File: config.mk
export PLATFORM = sky130hd
export DESIGN_NAME = bsd_pos
export DESIGN_NICKNAME = d
export VERILOG_FILES = /design/src/rtl/core/block_sum_downscale_defines.svh /design/src/rtl/core/bsd_pkg.sv /design/src/rtl/core/bsd_pos.sv
export SDC_FILE = /design/constraint.sdc
export NUM_CORES = 1
export LEC_CHECK = 0
export BUFFER_PORTS_ARGS = -buffer_cell sky130_fd_sc_hd__buf_2
export CORE_MARGIN = 5
export CORE_UTILIZATION = 47
export DETAILED_ROUTE_END_ITERATION = 10
export PLACE_DENSITY = 0.76
export SYNTH_ARGS = -nofsm -noshare
export SYNTH_HDL_FRONTEND = slang
export SYNTH_SLANG_ARGS = --single-unit
File: constraint.sdc
create_clock -name i_clk -period 1.88 [get_ports i_clk]
set_clock_uncertainty 0.2 [all_clocks]
set_input_delay 0.188 -clock i_clk [delete_from_list [all_inputs] [get_ports i_clk]]
set_output_delay 0.188 -clock i_clk [all_outputs]
set_load 0.01 [all_outputs]
File: src/rtl/core/block_sum_downscale_defines.svh
// ----------------------------------------------------------------------------
// block_sum_downscale assertion macros
// Shared property wrappers, clocked on i_clk and held off while i_rst_n is low.
// ----------------------------------------------------------------------------
`ifndef BLOCK_SUM_DOWNSCALE_DEFINES_SVH
`define BLOCK_SUM_DOWNSCALE_DEFINES_SVH

// consequent checked in the same cycle as the antecedent
`define BSD_ASSERT_NOW(label, ante, cons, msg) \
    label: assert property (@(posedge i_clk) disable iff (!i_rst_n) \
        (ante) |-> (cons)) else $error(msg);

// consequent checked in the cycle after the antecedent
`define BSD_ASSERT_NEXT(label, ante, cons, msg) \
    label: assert property (@(posedge i_clk) disable iff (!i_rst_n) \
        (ante) |=> (cons)) else $error(msg);

`endif

File: src/rtl/core/bsd_pkg.sv
// ----------------------------------------------------------------------------
// bsd_pkg
// Shared constants, register map and types of the block sum downscaler.
// ----------------------------------------------------------------------------
`default_nettype none

package bsd_pkg;

    localparam int MAX_SMALL_WIDTH_DEF = 1024;
    localparam int MAX_FACTOR_DEF      = 8;
    localparam int HEIGHT_LIMIT        = 1024;
    localparam int ROW_W               = 10;
    localparam int GRAD_W              = 16;
    localparam int SUM_W               = 22;
    localparam int SIZE_REG_W          = 11;
    localparam int FACTOR_REG_W        = 4;
    localparam int ADDR_W              = 5;
    localparam int DATA_W              = 32;

    typedef enum logic [2:0] {
        REG_SMALL_WIDTH  = 3'd0,
        REG_SMALL_HEIGHT = 3'd1,
        REG_FACTOR_W     = 3'd2,
        REG_FACTOR_H     = 3'd3,
        REG_PROPAGATE    = 3'd4
    } t_reg_idx;

    typedef struct packed {
        logic first;
        logic last_plane;
        logic emit;
    } t_pos_flags;

endpackage

`default_nettype wire

File: src/rtl/core/bsd_pos.sv
// ----------------------------------------------------------------------------
// bsd_pos
// Row-major position counters over the large plane and per-beat block flags.
// ----------------------------------------------------------------------------
`default_nettype none

module bsd_pos #(
    parameter int MAX_SMALL_WIDTH = bsd_pkg::MAX_SMALL_WIDTH_DEF,
    parameter int MAX_FACTOR      = bsd_pkg::MAX_FACTOR_DEF,
    localparam int CW = (MAX_SMALL_WIDTH > 1) ? $clog2(MAX_SMALL_WIDTH) : 1,
    localparam int FW = (MAX_FACTOR > 1) ? $clog2(MAX_FACTOR) : 1
) (
    input  wire logic                      i_clk,
    input  wire logic                      i_rst_n,
    input  wire logic                      i_clear,
    input  wire logic                      i_adv,
    input  wire logic [CW-1:0]             i_w_m1,
    input  wire logic [bsd_pkg::ROW_W-1:0] i_h_m1,
    input  wire logic [FW-1:0]             i_fw_m1,
    input  wire logic [FW-1:0]             i_fh_m1,
    input  wire logic                      i_propagate,
    output logic      [CW-1:0]             o_col,
    output bsd_pkg::t_pos_flags            o_flags
);

    logic [CW-1:0]             r_small_col;
    logic [FW-1:0]             r_sub_col;
    logic [FW-1:0]             r_sub_row;
    logic [bsd_pkg::ROW_W-1:0] r_small_row;

    logic [CW-1:0]             n_small_col;
    logic [FW-1:0]             n_sub_col;
    logic [FW-1:0]             n_sub_row;
    logic [bsd_pkg::ROW_W-1:0] n_small_row;

    logic end_sub_col;
    logic end_small_col;
    logic end_sub_row;
    logic end_small_row;
    logic last_block;

    assign end_sub_col   = (r_sub_col == i_fw_m1);
    assign end_small_col = (r_small_col == i_w_m1);
    assign end_sub_row   = (r_sub_row == i_fh_m1);
    assign end_small_row = (r_small_row == i_h_m1);
    assign last_block    = end_sub_col && end_sub_row;

    assign o_col              = r_small_col;
    assign o_flags.first      = (r_sub_col == '0) && (r_sub_row == '0);
    assign o_flags.last_plane = last_block && end_small_col && end_small_row;
    assign o_flags.emit       = last_block && i_propagate;

    always_comb begin
        n_small_col = r_small_col;
        n_sub_col   = r_sub_col;
        n_sub_row   = r_sub_row;
        n_small_row = r_small_row;
        if (end_sub_col) begin
            n_sub_col = '0;
            if (end_small_col) begin
                n_small_col = '0;
                if (end_sub_row) begin
                    n_sub_row   = '0;
                    n_small_row = end_small_row ? '0 : r_small_row + 1'b1;
                end else begin
                    n_sub_row = r_sub_row + 1'b1;
                end
            end else begin
                n_small_col = r_small_col + 1'b1;
            end
        end else begin
            n_sub_col = r_sub_col + 1'b1;
        end
    end

    always_ff @(posedge i_clk) begin
        if (!i_rst_n || i_clear) begin
            r_small_col <= '0;
            r_sub_col   <= '0;
            r_sub_row   <= '0;
            r_small_row <= '0;
        end else if (i_adv) begin
            r_small_col <= n_small_col;
            r_sub_col   <= n_sub_col;
            r_sub_row   <= n_sub_row;
            r_small_row <= n_small_row;
        end
    end

endmodule

`default_nettype wire

# After elaboration in Yosys (flattened, before gate mapping)
# Index checks and enable logic that the tools add are counted.
[word_totals] regBits=26 input_bits=31 word_cells=28
[op_classes] n_reduce_logical=12 n_eq_ne=4 add_sub_neg=4 mux=4
[op_table] op="adder 10 x 1 -> 10 bit (second input constant)" count=2
[op_table] op="== test 10 bit" count=2
[op_table] op="two-way mux 10 bit" count=2
[op_table] op="adder 3 x 1 -> 3 bit (second input constant)" count=2
[op_table] op="== test 3 bit" count=2
[op_table] op="logical NOT 3 bit" count=2
[op_table] op="two-way mux 3 bit" count=2
[op_table] op="logical AND 1 bit" count=5
[op_table] op="AND reduction 4 bit" count=1
[op_table] op="AND reduction 3 bit" count=1
[op_table] op="AND reduction 2 bit" count=1
[op_table] op="logical NOT 1 bit" count=1
[op_table] op="logical OR 1 bit" count=1

# Longest topological paths before layout
[logic_depth] ltp_word=4 mapped_depth=7 ltp_nobuf=7

# Worst setup path before layout
# No wires, ideal clock.
[synth_path] path_type="register to register" start="register r_small_col[0] (netlist: o_col[0])" end="register r_small_row[8] (netlist name)" path_stages_with_launch=7 arrival_ns=1.871 path_slack_ns=-0.261 setup_time_ns=0.071 cell_sequence="dfxtp_1 -> xnor2_1 -> nand4_1 -> nor4_4 -> nand3_4 -> or4_1 -> a21oi_1"
[synth_between] elab_chain_len=2
[synth_rtl] item="start: declaration" line_no="bsd_pos.sv:26" text="logic [CW-1:0] r_small_col;"
[synth_rtl] item="start signal: assignment" line_no="bsd_pos.sv:83" text="r_small_col <= n_small_col;"
[synth_rtl] item="== test 10 bit" line_no="bsd_pos.sv:43" text="assign end_small_col = (r_small_col == i_w_m1);"
[synth_rtl] item="AND reduction 4 bit (no line)"
[synth_rtl] item="end signal: assignment" line_no="bsd_pos.sv:86" text="r_small_row <= n_small_row;"
[synth_rtl] item="end: declaration" line_no="bsd_pos.sv:29" text="logic [bsd_pkg::ROW_W-1:0] r_small_row;"
# Every way passes these cells.
# A chain may end at the register's enable or synchronous reset.

# Worst setup path after layout
[layout_path] start="register r_small_col[1] (netlist: o_col[1])" end="register r_small_row[2] (netlist name)"
# Same word-level chain as after synthesis.

==> qor.txt <==
Post-route non-filler standard cell count: 324
Initial core utilization: 48.3%
First-pass GRT wire length: 6930 um
CP max FO: 6
Cts bufs inserted: 3
DIE WIDTH: 68.3 um
Post-layout util: 73.6%
Worst Max-Slew Pin Slew: 0.400 ns
R2r setup slk: -0.26 ns
GRT Overall Usage: 19.3%
Min Tclk post-route: 2.14 ns
Worst rel slew slack: 73.4%
Yosys reg bits: 26
Sequential area share after synthesis: 32.6%
Inserted Diodes: 0
CP delay by family, top: simple AND/OR/NAND/NOR gates
Synth top area cells: dfxtp_1, xnor2_1, xor2_1
Share of layout cells above drive strength 1: 50.0%
Synth Warn #: 0
Layout Nets: 316
Max_cap viols: 0
Initial antenna violation count: 0
Fin. max-slew vios: 0
Status: complete, but fails checks
Pre-antenna DRT Iters: 6
Max clock buf depth: 2
Syn-to-layout area delta: 52.4%
Cell Area, Synth: 1600 um^2
Critical path cell sequence: xnor2_1, nand4_1, nor4_4, buf_4, nand3_4, or4b_4, a21oi_2
Antenna Nets Post-Route: 0
CTS sink count: 26
Post-route cell area: 2440 um^2
Worst-path clk slew: 0.15 ns
Fillers: 252
Die Height: 68.3 um
R2R cell count: 7
Failing checks: negative setup slack
H-Tree Depth: 1
Setup Viol. Count Final: 15
Clock Tree Root: clkbuf_4
WP data arrival: 2.21 ns
Vias per cell: 5.06
Worst VDD drop: 0.235 mV
I/O Pins: 44
Port Buffers: 43
Share of the synthesized area in the top cell type: 32.6%
Core Area: 3310 um^2
Via count: 1641
Slowest-stage cell, CP: or4b_4
Rows: 21
Cells after Synth: 191
Static leakage: 1.03 nW
Die area: 4670 um^2
Detailed placement HPWL: 3080 um
Syn nets: 228
WS Path Type: register to register
Largest net degree at the start of global routing: 15
Global route hottest layer: met2
Crit path launch type: register
CTS tree: done
Mapped Avg Cell Area: 8.37 um^2
HP Class: input port to register
WHS Endpoint: r_sub_row[1]
Worst r2r src: o_col[1]
Routed WL: 4350 um
Highest clock rate: 468 MHz
CP bufs+invs: 1
RR Endpoint: r_small_row[2]
Setup TNS: -2.00 ns
Final hold vios: 0
Crit path largest cell delay: 0.52 ns
Critical Path RT: 1.95 ns
DRC: 0
Endpoint class of the critical path: register
Routing usage on met1: 24.4%
Hold_sp: i_rst_n
RSZ-0062 raised after global routing: true
Worst setup margin: -0.258 ns
Initial DRC Count: 104
DP Cell Count: 307
Clock latency on the worst-skew pair: 0.33 ns
Hold Path Depth: 3
Global route overflow: 0
Commonest non-fill, non-tap cell in the layout: buf_2
Most frequent cells in the layout: buf_2, buf_4, nor2_1, xnor2_1, dfxtp_2
Grt met2 use: 33.5%
Routed len/inst: 13.4 um
Period utilization: 114%
Gp weighted congestion: 0.806
Instance area at placement: 2110 um^2
Vias in the first global route: 1594
Pwr dens: 412 nW/um^2
Leading area contributor after synthesis: dfxtp_1
Synth cell types: 32
Met3 Use GR: 2.79%
worst max-delay path by stage:
stage          cells after the start  slack (ns)              to         start
4_1_cts                            6       -0.22      o_flags[1]  r_sub_col[0]
2_1_floorplan                      6       -0.16  r_small_row[8]      o_col[2]
6_report                           7       -0.26  r_small_row[2]      o_col[1]
3_5_place_dp                       6       -0.13  r_small_row[8]  r_sub_col[2]
5_1_grt                            7       -0.35  r_small_row[2]      o_col[1]
3_3_place_gp                       6        -0.1  r_small_row[9]  r_sub_col[2]
kinds of logic (layout without fill, tap and decap cells):
logic type | count (synthesis) | count (layout) | share of synthesized area [%]
compound gates | 23 | 23 | 7.67
flops | 26 | 26 | 32.6
fa+ha+maj | 6 | 6 | 4.69
mux | 3 | 3 | 1.88
buf+inv | 11 | 97 | 2.66
simple gates | 85 | 86 | 30.3
xor+xnor | 37 | 37 | 20.3
sequential cells by signal, summed over array words and instances (netlist names):
| signal | count |
|---|---|
| o_col | 10 |
| r_small_row | 10 |
| r_sub_col | 3 |
| r_sub_row | 3 |
worst min-delay path: cells and delay by family:
family / cells / cell delay, ns
buf+inv: 1 / 0.08
simple gates: 2 / 0.39
Yosys cell counts:
cell / count
buf_2: 1
or4_1: 1
or4b_1: 1
and2_1: 3
nor4_2: 1
inv_1: 6
or3_1: 1
nor3b_1: 2
ha_1: 6
o21ai_0: 13
and3_1: 6
a31oi_1: 2
mux2i_1: 3
nor2_1: 24
clkbuf_1: 4
a21oi_1: 6
nor3_1: 9
nor2b_1: 2
nand2_1: 8
nand4_1: 6
nand3_1: 9
or3_4: 2
xor2_1: 12
nand2b_1: 5
o31ai_1: 2
or2_2: 1
nand3_4: 1
xnor2_1: 25
nor4_4: 1
nor2_4: 1
nor4_1: 1
dfxtp_1: 26
routing by layer:
metal	wire, um	up-vias
met5	0	-
met1	1790	762
met4	25	0
met2	2270	46
li1	-	829
met3	260	4
through the flow:
step / setup slack [ns] / hold slack [ns] / total power (W)
3_5_place_dp: -0.135 / 0.297 / 0.000692
6_report: -0.258 / 0.166 / 0.00100
2_1_floorplan: -0.163 / 0.255 / 0.000629
5_1_grt: -0.349 / 0.162 / 0.00104
3_3_place_gp: -0.0974 / 0.289 / 0.000689
4_1_cts: -0.223 / 0.126 / 0.000992
cell type report:
type	instances	area [um^2]	area share (%)
multi-input combinational	155	1210	49.5
timing repair buffer	87	569	23.4
sequential	26	546	22.4
tap	46	57.6	2.36
inverter	6	22.5	0.924
clock buffer	4	36.3	1.49
report_power, final:
group / internal, W / total (W) / leakage, nW / switching, W
Sequential: 0.000550 / 0.000552 / 0.218 / 0.00000152
Combinational: 0.0000851 / 0.000159 / 0.793 / 0.0000738
Clock: 0.000119 / 0.000293 / 0.0210 / 0.000174
timing repair:
item,4_1_cts,5_1_grt
hold buffers,1,0
setup endpoints to repair,20,25
setup buffers,9,2
hold endpoints to repair,1,0
gates cloned,1,0
resized for setup,29,22
pin swaps,21,11
(Power assumes the default switching activity.)
