--- src/rtl/core/block_sum_downscale_defines.svh ---
// ----------------------------------------------------------------------------
// block_sum_downscale assertion macros
// Shared property wrappers, clocked on i_clk and held off while i_rst_n is low.
// ----------------------------------------------------------------------------
`ifndef BLOCK_SUM_DOWNSCALE_DEFINES_SVH
`define BLOCK_SUM_DOWNSCALE_DEFINES_SVH

// consequent checked in the same cycle as the antecedent
`define BSD_ASSERT_NOW(label, ante, cons, msg) \
    label: assert property (@(posedge i_clk) disable iff (!i_rst_n) \
        (ante) |-> (cons)) else $error(msg);

// consequent checked in the cycle after the antecedent
`define BSD_ASSERT_NEXT(label, ante, cons, msg) \
    label: assert property (@(posedge i_clk) disable iff (!i_rst_n) \
        (ante) |=> (cons)) else $error(msg);

`endif

--- src/rtl/core/bsd_pkg.sv ---
// ----------------------------------------------------------------------------
// bsd_pkg
// Shared constants, register map and types of the block sum downscaler.
// ----------------------------------------------------------------------------
`default_nettype none

package bsd_pkg;

    localparam int MAX_SMALL_WIDTH_DEF = 1024;
    localparam int MAX_FACTOR_DEF      = 8;
    localparam int HEIGHT_LIMIT        = 1024;
    localparam int ROW_W               = 10;
    localparam int GRAD_W              = 16;
    localparam int SUM_W               = 22;
    localparam int SIZE_REG_W          = 11;
    localparam int FACTOR_REG_W        = 4;
    localparam int ADDR_W              = 5;
    localparam int DATA_W              = 32;

    typedef enum logic [2:0] {
        REG_SMALL_WIDTH  = 3'd0,
        REG_SMALL_HEIGHT = 3'd1,
        REG_FACTOR_W     = 3'd2,
        REG_FACTOR_H     = 3'd3,
        REG_PROPAGATE    = 3'd4
    } t_reg_idx;

    typedef struct packed {
        logic first;
        logic last_plane;
        logic emit;
    } t_pos_flags;

endpackage

`default_nettype wire

--- src/rtl/core/bsd_cfg.sv ---
// ----------------------------------------------------------------------------
// bsd_cfg
// APB register file with clamped, minus-one geometry for the position counters.
// ----------------------------------------------------------------------------
`default_nettype none

module bsd_cfg #(
    parameter int MAX_SMALL_WIDTH = bsd_pkg::MAX_SMALL_WIDTH_DEF,
    parameter int MAX_FACTOR      = bsd_pkg::MAX_FACTOR_DEF,
    localparam int CW = (MAX_SMALL_WIDTH > 1) ? $clog2(MAX_SMALL_WIDTH) : 1,
    localparam int FW = (MAX_FACTOR > 1) ? $clog2(MAX_FACTOR) : 1
) (
    input  wire logic                        i_clk,
    input  wire logic                        i_rst_n,
    input  wire logic                        psel,
    input  wire logic                        penable,
    input  wire logic                        pwrite,
    input  wire logic [bsd_pkg::ADDR_W-1:0]  paddr,
    input  wire logic [bsd_pkg::DATA_W-1:0]  pwdata,
    output logic      [bsd_pkg::DATA_W-1:0]  prdata,
    output logic                             pready,
    output logic      [CW-1:0]               o_w_m1,
    output logic      [bsd_pkg::ROW_W-1:0]   o_h_m1,
    output logic      [FW-1:0]               o_fw_m1,
    output logic      [FW-1:0]               o_fh_m1,
    output logic                             o_propagate,
    output logic                             o_clear
);

    localparam int SWCW = (CW + 1 > bsd_pkg::SIZE_REG_W) ? CW + 1 : bsd_pkg::SIZE_REG_W;
    localparam int FCW  = (FW + 1 > bsd_pkg::FACTOR_REG_W) ? FW + 1 : bsd_pkg::FACTOR_REG_W;

    logic [bsd_pkg::SIZE_REG_W-1:0]   r_small_width;
    logic [bsd_pkg::SIZE_REG_W-1:0]   r_small_height;
    logic [bsd_pkg::FACTOR_REG_W-1:0] r_factor_w;
    logic [bsd_pkg::FACTOR_REG_W-1:0] r_factor_h;
    logic                             r_propagate;

    logic                             wr_en;
    bsd_pkg::t_reg_idx                reg_idx;
    logic [SWCW-1:0]                  w_ext;
    logic [SWCW-1:0]                  w_clamp;
    logic [SWCW-1:0]                  w_m1_ext;
    logic [bsd_pkg::SIZE_REG_W-1:0]   h_clamp;
    logic [bsd_pkg::SIZE_REG_W-1:0]   h_m1_ext;
    logic [FCW-1:0]                   fw_ext;
    logic [FCW-1:0]                   fh_ext;
    logic [FCW-1:0]                   fw_clamp;
    logic [FCW-1:0]                   fh_clamp;
    logic [FCW-1:0]                   fw_m1_ext;
    logic [FCW-1:0]                   fh_m1_ext;

    assign pready  = 1'b1;
    assign wr_en   = psel && penable && pwrite;
    assign reg_idx = bsd_pkg::t_reg_idx'(paddr[4:2]);

    always_ff @(posedge i_clk) begin
        if (!i_rst_n) begin
            r_small_width  <= bsd_pkg::SIZE_REG_W'(1);
            r_small_height <= bsd_pkg::SIZE_REG_W'(1);
            r_factor_w     <= bsd_pkg::FACTOR_REG_W'(1);
            r_factor_h     <= bsd_pkg::FACTOR_REG_W'(1);
            r_propagate    <= 1'b1;
        end else if (wr_en) begin
            unique case (reg_idx)
                bsd_pkg::REG_SMALL_WIDTH:  r_small_width  <= pwdata[bsd_pkg::SIZE_REG_W-1:0];
                bsd_pkg::REG_SMALL_HEIGHT: r_small_height <= pwdata[bsd_pkg::SIZE_REG_W-1:0];
                bsd_pkg::REG_FACTOR_W:     r_factor_w     <= pwdata[bsd_pkg::FACTOR_REG_W-1:0];
                bsd_pkg::REG_FACTOR_H:     r_factor_h     <= pwdata[bsd_pkg::FACTOR_REG_W-1:0];
                bsd_pkg::REG_PROPAGATE:    r_propagate    <= pwdata[0];
                default: ;
            endcase
        end
    end

    always_comb begin
        o_clear = 1'b0;
        if (wr_en) begin
            unique case (reg_idx) inside
                bsd_pkg::REG_SMALL_WIDTH,
                bsd_pkg::REG_SMALL_HEIGHT,
                bsd_pkg::REG_FACTOR_W,
                bsd_pkg::REG_FACTOR_H,
                bsd_pkg::REG_PROPAGATE: o_clear = 1'b1;
                default:                o_clear = 1'b0;
            endcase
        end
    end

    always_comb begin
        unique case (reg_idx)
            bsd_pkg::REG_SMALL_WIDTH:  prdata = bsd_pkg::DATA_W'(r_small_width);
            bsd_pkg::REG_SMALL_HEIGHT: prdata = bsd_pkg::DATA_W'(r_small_height);
            bsd_pkg::REG_FACTOR_W:     prdata = bsd_pkg::DATA_W'(r_factor_w);
            bsd_pkg::REG_FACTOR_H:     prdata = bsd_pkg::DATA_W'(r_factor_h);
            bsd_pkg::REG_PROPAGATE:    prdata = bsd_pkg::DATA_W'(r_propagate);
            default:                   prdata = '0;
        endcase
    end

    // zero reads as one, oversize reads as the limit
    always_comb begin
        w_ext = SWCW'(r_small_width);
        if (w_ext == '0) begin
            w_clamp = SWCW'(1);
        end else if (w_ext > SWCW'(MAX_SMALL_WIDTH)) begin
            w_clamp = SWCW'(MAX_SMALL_WIDTH);
        end else begin
            w_clamp = w_ext;
        end
        w_m1_ext = w_clamp - SWCW'(1);

        if (r_small_height == '0) begin
            h_clamp = bsd_pkg::SIZE_REG_W'(1);
        end else if (r_small_height > bsd_pkg::SIZE_REG_W'(bsd_pkg::HEIGHT_LIMIT)) begin
            h_clamp = bsd_pkg::SIZE_REG_W'(bsd_pkg::HEIGHT_LIMIT);
        end else begin
            h_clamp = r_small_height;
        end
        h_m1_ext = h_clamp - bsd_pkg::SIZE_REG_W'(1);

        fw_ext = FCW'(r_factor_w);
        if (fw_ext == '0) begin
            fw_clamp = FCW'(1);
        end else if (fw_ext > FCW'(MAX_FACTOR)) begin
            fw_clamp = FCW'(MAX_FACTOR);
        end else begin
            fw_clamp = fw_ext;
        end
        fw_m1_ext = fw_clamp - FCW'(1);

        fh_ext = FCW'(r_factor_h);
        if (fh_ext == '0) begin
            fh_clamp = FCW'(1);
        end else if (fh_ext > FCW'(MAX_FACTOR)) begin
            fh_clamp = FCW'(MAX_FACTOR);
        end else begin
            fh_clamp = fh_ext;
        end
        fh_m1_ext = fh_clamp - FCW'(1);
    end

    assign o_w_m1      = w_m1_ext[CW-1:0];
    assign o_h_m1      = h_m1_ext[bsd_pkg::ROW_W-1:0];
    assign o_fw_m1     = fw_m1_ext[FW-1:0];
    assign o_fh_m1     = fh_m1_ext[FW-1:0];
    assign o_propagate = r_propagate;

endmodule

`default_nettype wire

--- config.mk ---
export PLATFORM = sky130hd
export DESIGN_NAME = bsd_cfg
export DESIGN_NICKNAME = d
export VERILOG_FILES = /design/src/rtl/core/block_sum_downscale_defines.svh /design/src/rtl/core/bsd_pkg.sv /design/src/rtl/core/bsd_cfg.sv
export SDC_FILE = /design/constraint.sdc
export NUM_CORES = 1
export LEC_CHECK = 0
export ABC_AREA = 1
export CAP_MARGIN = 20
export CORE_AREA = 8 8 94 54
export CTS_BUF_LIST = sky130_fd_sc_hd__clkbuf_8
export CTS_CLUSTER_DIAMETER = 100
export DETAILED_ROUTE_END_ITERATION = 16
export DIE_AREA = 0 0 102 62
export DONT_BUFFER_PORTS = 1
export GPL_TIMING_DRIVEN = 0
export PLACE_DENSITY = 0.74
export SKIP_CTS_REPAIR_TIMING = 1
export SLEW_MARGIN = 20
export SYNTH_ARGS = -nofsm -noshare
export SYNTH_HDL_FRONTEND = slang
export SYNTH_SLANG_ARGS = --single-unit
export TNS_END_PERCENT = 20
--- constraint.sdc ---
create_clock -name i_clk -period 2.2 [get_ports i_clk]
set_clock_uncertainty 0.05 [all_clocks]
set_input_delay 0.22 -clock i_clk [delete_from_list [all_inputs] [get_ports i_clk]]
set_output_delay 0.22 -clock i_clk [all_outputs]
set_load 0.02 [all_outputs]
Word-level counts from Yosys, hierarchy flattened
Cells that the tools add are included.
{"block": "word_totals", "ff_bits": 31, "latch_bits": 0, "ramBits": 0, "rom_bits": 0, "in_bits": 42, "wordCells": 41, "n_memories": 0}
{"block": "op_classes", "n_addsub": 4, "multipliers": 0, "n_div": 0, "magnitude_cmp": 4, "n_eq_ne": 4, "shifts": 0, "muxes": 11, "n_bitwise": 0, "reduce_logical": 13}
{"op": "11-bit case mux with 5 select lines", "n": 1}
{"op": "10-bit 2-to-1 mux", "n": 4}
{"op": "11-bit greater-than comparator, second input constant", "n": 2}
{"op": "11-bit zero test", "n": 2}
{"op": "10-bit by 1-bit subtractor with 10-bit output, second input constant", "n": 2}
{"op": "3-bit 2-to-1 mux", "n": 4}
{"op": "2-bit AND reduction", "n": 5}
{"op": "4-bit greater-than comparator, second input constant", "n": 2}
{"op": "4-bit zero test", "n": 2}
{"op": "3-bit by 2-bit equality test with 1-bit output, second input constant", "n": 2}
{"op": "3-bit by 1-bit subtractor with 3-bit output, second input constant", "n": 2}
{"op": "5-bit OR reduction", "n": 1}
{"op": "3-bit by 1-bit equality test with 1-bit output, second input constant", "n": 1}
{"op": "3-bit equality test, second input constant", "n": 1}
{"op": "3-bit zero test", "n": 1}
{"op": "1-bit logical AND", "n": 2}
{"op": "1-bit 2-to-1 mux", "n": 2}

Depth between registers and ports, before layout
{"block": "logic_depth", "word_depth": 4, "mapped_depth": 11}

Worst setup path before layout
No wires, ideal clock.
{"block": "synth_timing", "kind": "register to output", "startpoint": "register r_small_height[1] (netlist name)", "endpoint": "output port o_h_m1[6] (netlist name)", "arrival_time_ps": 1808, "required_time_ps": 1930, "setup_slack_ps": 122, "stages_incl_launch_ff": 8, "path_cell_list": "dfxtp_1 > nor2_1 > nand3_1 > nor2_1 > o21ai_1 > ha_1 > nand3_1 > xor2_1"}
{"block": "synth_between", "elab_chain_len": 4, "elab_cells_between_ends": 5, "cone_classes": "1 x add/sub; 1 x order compare; 2 x mux; 1 x reduce/logical"}
{"item": "from (decl)", "line": "bsd_cfg.sv:34", "rtl": "logic [bsd_pkg::SIZE_REG_W-1:0] r_small_height;"}
{"item": "from (signal assigned)", "line": "bsd_cfg.sv:60", "rtl": "r_small_height <= bsd_pkg::SIZE_REG_W'(1);"}
{"item": "from (signal assigned)", "line": "bsd_cfg.sv:67", "rtl": "bsd_pkg::REG_SMALL_HEIGHT: r_small_height <= pwdata[bsd_pkg::SIZE_REG_W-1:0];"}
{"item": "11-bit greater-than comparator", "line": "bsd_cfg.sv:115", "rtl": "end else if (r_small_height > bsd_pkg::SIZE_REG_W'(bsd_pkg::HEIGHT_LIMIT)) begin"}
{"item": "10-bit 2-to-1 mux", "line": "bsd_cfg.sv:115"}
{"item": "10-bit 2-to-1 mux (*)", "line": "bsd_cfg.sv:113", "rtl": "if (r_small_height == '0) begin"}
{"item": "10-bit by 1-bit subtractor with 10-bit output (*)", "line": "bsd_cfg.sv:120", "rtl": "h_m1_ext = h_clamp - bsd_pkg::SIZE_REG_W'(1);"}
{"item": "to (decl)", "line": "bsd_cfg.sv:23", "rtl": "output logic [bsd_pkg::ROW_W-1:0] o_h_m1,"}
Every way passes the cells marked *; elsewhere a longest branch is shown, timed or not.

Final worst setup path
{"block": "layout_timing", "startpoint": "register r_small_width[10] (netlist name)", "endpoint": "output port o_w_m1[6]"}
{"block": "layout_between", "elab_chain_len": 4, "elab_cells_between_ends": 5, "cone_classes": "1 x add/sub; 1 x order compare; 2 x mux; 1 x reduce/logical"}
{"item": "from (decl)", "line": "bsd_cfg.sv:33", "rtl": "logic [bsd_pkg::SIZE_REG_W-1:0] r_small_width;"}
{"item": "from (signal assigned)", "line": "bsd_cfg.sv:59", "rtl": "r_small_width <= bsd_pkg::SIZE_REG_W'(1);"}
{"item": "from (signal assigned)", "line": "bsd_cfg.sv:66", "rtl": "bsd_pkg::REG_SMALL_WIDTH: r_small_width <= pwdata[bsd_pkg::SIZE_REG_W-1:0];"}
{"item": "11-bit greater-than comparator", "line": "bsd_cfg.sv:106", "rtl": "end else if (w_ext > SWCW'(MAX_SMALL_WIDTH)) begin"}
{"item": "10-bit 2-to-1 mux", "line": "bsd_cfg.sv:106"}
{"item": "10-bit 2-to-1 mux (*)", "line": "bsd_cfg.sv:104", "rtl": "if (w_ext == '0) begin"}
{"item": "10-bit by 1-bit subtractor with 10-bit output (*)", "line": "bsd_cfg.sv:111", "rtl": "w_m1_ext = w_clamp - SWCW'(1);"}
{"item": "to (decl)", "line": "bsd_cfg.sv:22", "rtl": "output logic [CW-1:0] o_w_m1,"}
Marked as above.

==> flow_metrics.py <==
metrics = {
    "synthesis": {
        "synth_commonest_cells": "nand2_1, nor2_1, o21ai_0",
        "ys_ff_latch": 31,
        "syn_area_per_cell_um2": 6.427,
        "yosys.area.top_type_share_pct": 28.74,
        "syn-cell-area_um2": 2160,
        "synth_edf_count": 0,
        "ys_seq_area_share_pct": 28.74,
        "synth-async-reset-ratio_pct": 0,
        "ys_top_cells_by_area": "dfxtp_1, nand2_1, nor2_1, o21ai_0, buf_4",
        "yosys.area.top_type": "dfxtp_1",
        "synth.yosys.warnings": 0,
        "synth_flop_cell": "dfxtp_1",
        "synth_cell_types": 32,
        "synth.most_common_cell": "nand2_1",
        "syn_inst": 336,
    },
    "sta": {
        "finalSetupTns_ns": 0,
        "finalCriticalPeriod_ns": 2.168,
        "post-route-period-util_pct": 98.57,
        "rsz0062_at_grt": "true",
        "slew_headroom_pct": 45.27,
        "slew_violations": 0,
        "fmax_ghz": 0.4612,
        "setup_slack_ns": 0.03151,
        "worst_slew_pin_slew_ns": 0.8123,
        "hold_viol": 0,
        "finalSetupViolations": 0,
    },
    "routing": {
        "ant_nets": 0,
        "wire_per_inst_um": 15.18,
        "viasPerCell": 5.252,
        "drt_pre_antenna_iters": 5,
        "routed_wl_um": 6391,
        "drt_iter0_drc": 153,
        "drcViolationCount": 0,
        "vias": 2211,
    },
    "clock_tree": {
        "h-tree-depth": 2,
        "clockBufferDepth": 2,
        "cts_tree": "done",
        "clk_pin_slew_ns": 0.06,
        "cts.sinks": 31,
        "clock_tree.root_cell": "clkbuf_8",
        "cts_buffers": 5,
        "clk_latency_ns": 0.28,
    },
    "power": {
        "p_per_area_nw_per_um2": 462.3,
        "irDropWorstVdd_v": 0.0003399,
        "total_power_mw": 1.229,
        "p_leak_nw": 1.252,
    },
    "worst_setup_path": {
        "start_kind": "flip-flop",
        "slowest_delay_ns": 0.38,
        "critPathRequiredTime_ns": 1.93,
        "crit_chain": "inv_1 > o21bai_4 > buf_6 > buf_12 > o21ai_1 > nand2_4 > o21bai_1 > nand2_2",
        "crit_path_end_kind": "output pin",
        "crit_slowest_cell": "dfxtp_1",
        "worst-setup-path-type": "flip-flop to output pin",
        "path_max_fanout": 8,
        "arrival_ns": 1.90,
    },
    "cells_and_area": {
        "fin_nets": 413,
        "area_growth_pct": 23.12,
        "fill_cells": 326,
        "multiInputGateArea_um2": 1483,
        "drive_gt1_share_pct": 23.43,
        "regArea_um2": 651.9,
        "stdcell_count": 421,
        "diodes": 0,
    },
    "place": {
        "dp_slack_ns": -0.1954,
        "finalWeightedCongestion": 0.8536,
        "dp.cells": 410,
        "post-dp-hpwl_um": 4959,
        "portBuffers": 0,
    },
    "run": {
        "maxCapViolCount": 0,
    },
    "global_routing": {
        "grt_pass1_wl_um": 9349,
        "grt_overflow": 0,
        "grt_pass1_vias": 1894,
        "grt_max_degree": 11,
        "grt_usage_pct": 19.16,
        "antenna_found_initial": 0,
    },
    "hold_path": {
        "hp-class": "input port to flip-flop",
    },
    "floorplanning": {
        "dieArea_um2": 6324,
        "core_area_um2": 3724,
        "start_util_pct": 58.00,
        "die_h_um": 62,
        "core.rowCount": 16,
        "die_x_um": 102,
        "boundaryPins": 103,
    },
    "outcome": {
        "status": "complete, no violations",
    },
}
layer usage:
layer  GRT usage [%]  vias to the layer above  share of wire [%]
met5               0                        -                  0
li1                -                     1108                  -
met2           26.63                      110                 40
met1           25.74                      990                 46
met4           3.099                        0               0.31
met3           9.889                        3                 14
placed cells by master (no fill, tap or decap), types with 2 or more instances in the layout:
cell and n:
nand4_1 3, nand3_2 2, ha_1 2, dfxtp_2 10, conb_1 22, nor2_4 2, nand2_4 2, nand3_1 11
buf_4 25, buf_2 2, dfxtp_4 5, inv_4 2, o21bai_1 5, o21ai_0 40, xnor2_2 3, dfxtp_1 16
a21oi_1 9, o2111ai_1 2, nand2_2 5, ha_4 2, inv_1 27, xor2_2 4, clkbuf_8 6, o21ai_4 2
buf_6 2, clkbuf_1 3, a22o_1 3, o21ai_1 3, nand2_1 66, nor2_2 3, nor3_1 3, nor2_1 59
critical path: cells and delay by family (launching register included):
family	cells	cell delay, ns
buffers and inverters	3	0.38
AOI/OAI and AO/OA	3	0.60
DFF	1	0.38
and+or+nand+nor	2	0.24
final cells by class:
type                    instances  area share [%]
multi-input cells             266           55.76
flip-flops and latches         31           24.52
plain buffers                  29           7.859
inverters                      30           4.424
clock buffers                   6           3.106
well taps                      54           2.541
repair buffers                  4           1.600
clock inverters                 1          0.1882
state kept, by name, summed over array words and instances, names as in the netlist:
register / count
fw_ext: 4
r_small_width: 11
fh_ext: 4
r_small_height: 11
o_propagate: 1
logic make-up (layout without fill, tap and decap cells):
logic type                 count (synthesis)  count (layout)  synth area share [%]
buffers and inverters                     59              70                 15.12
other                                      2              22                0.3478
and+or+nand+nor                          161             161                 31.11
xor gates and xnor gates                  10              10                 4.055
adders and majority gates                  4               4                 2.318
AOI/OAI and AO/OA                         69              69                 18.31
DFF                                       31              31                 28.74
report_power, final:
| part | internal (mW) | total (mW) | switching [mW] |
|---|---|---|---|
| Sequential | 0.564 | 0.573 | 0.00957 |
| Clock | 0.245 | 0.451 | 0.206 |
| Combinational | 0.0659 | 0.205 | 0.139 |
| Total | 0.875 | 1.23 | 0.355 |
through the flow:
step | instance area (um2) | hold slack [ns] | utilization [%]
final | 2659 | 0.01611 | 71.40
after global routing | 2659 | 0.01741 | 71.40
after CTS | 2390 | 0.01456 | 64.18
after detailed placement | 2302 | 0.3048 | 61.83
after global placement | 2302 | 0.3019 | 61.83
after floorplan | 2235 | 0.2962 | -
path summary, 6_finish.rpt:
kind | from | endpoint | depth (start not counted) | slack (ns)
worst max-delay path | r_small_width[10] | o_w_m1[6] | 8 | 0.03
worst min-delay path | pwdata[0] | r_small_height[0] | 2 | 0.02
worst max register to register | r_small_height[10] | r_small_height[10] | 2 | 1.33
worst min register to register | fw_ext[1] | fw_ext[1] | 2 | 0.45
No activity file was read; power rests on OpenSTA's default activity.
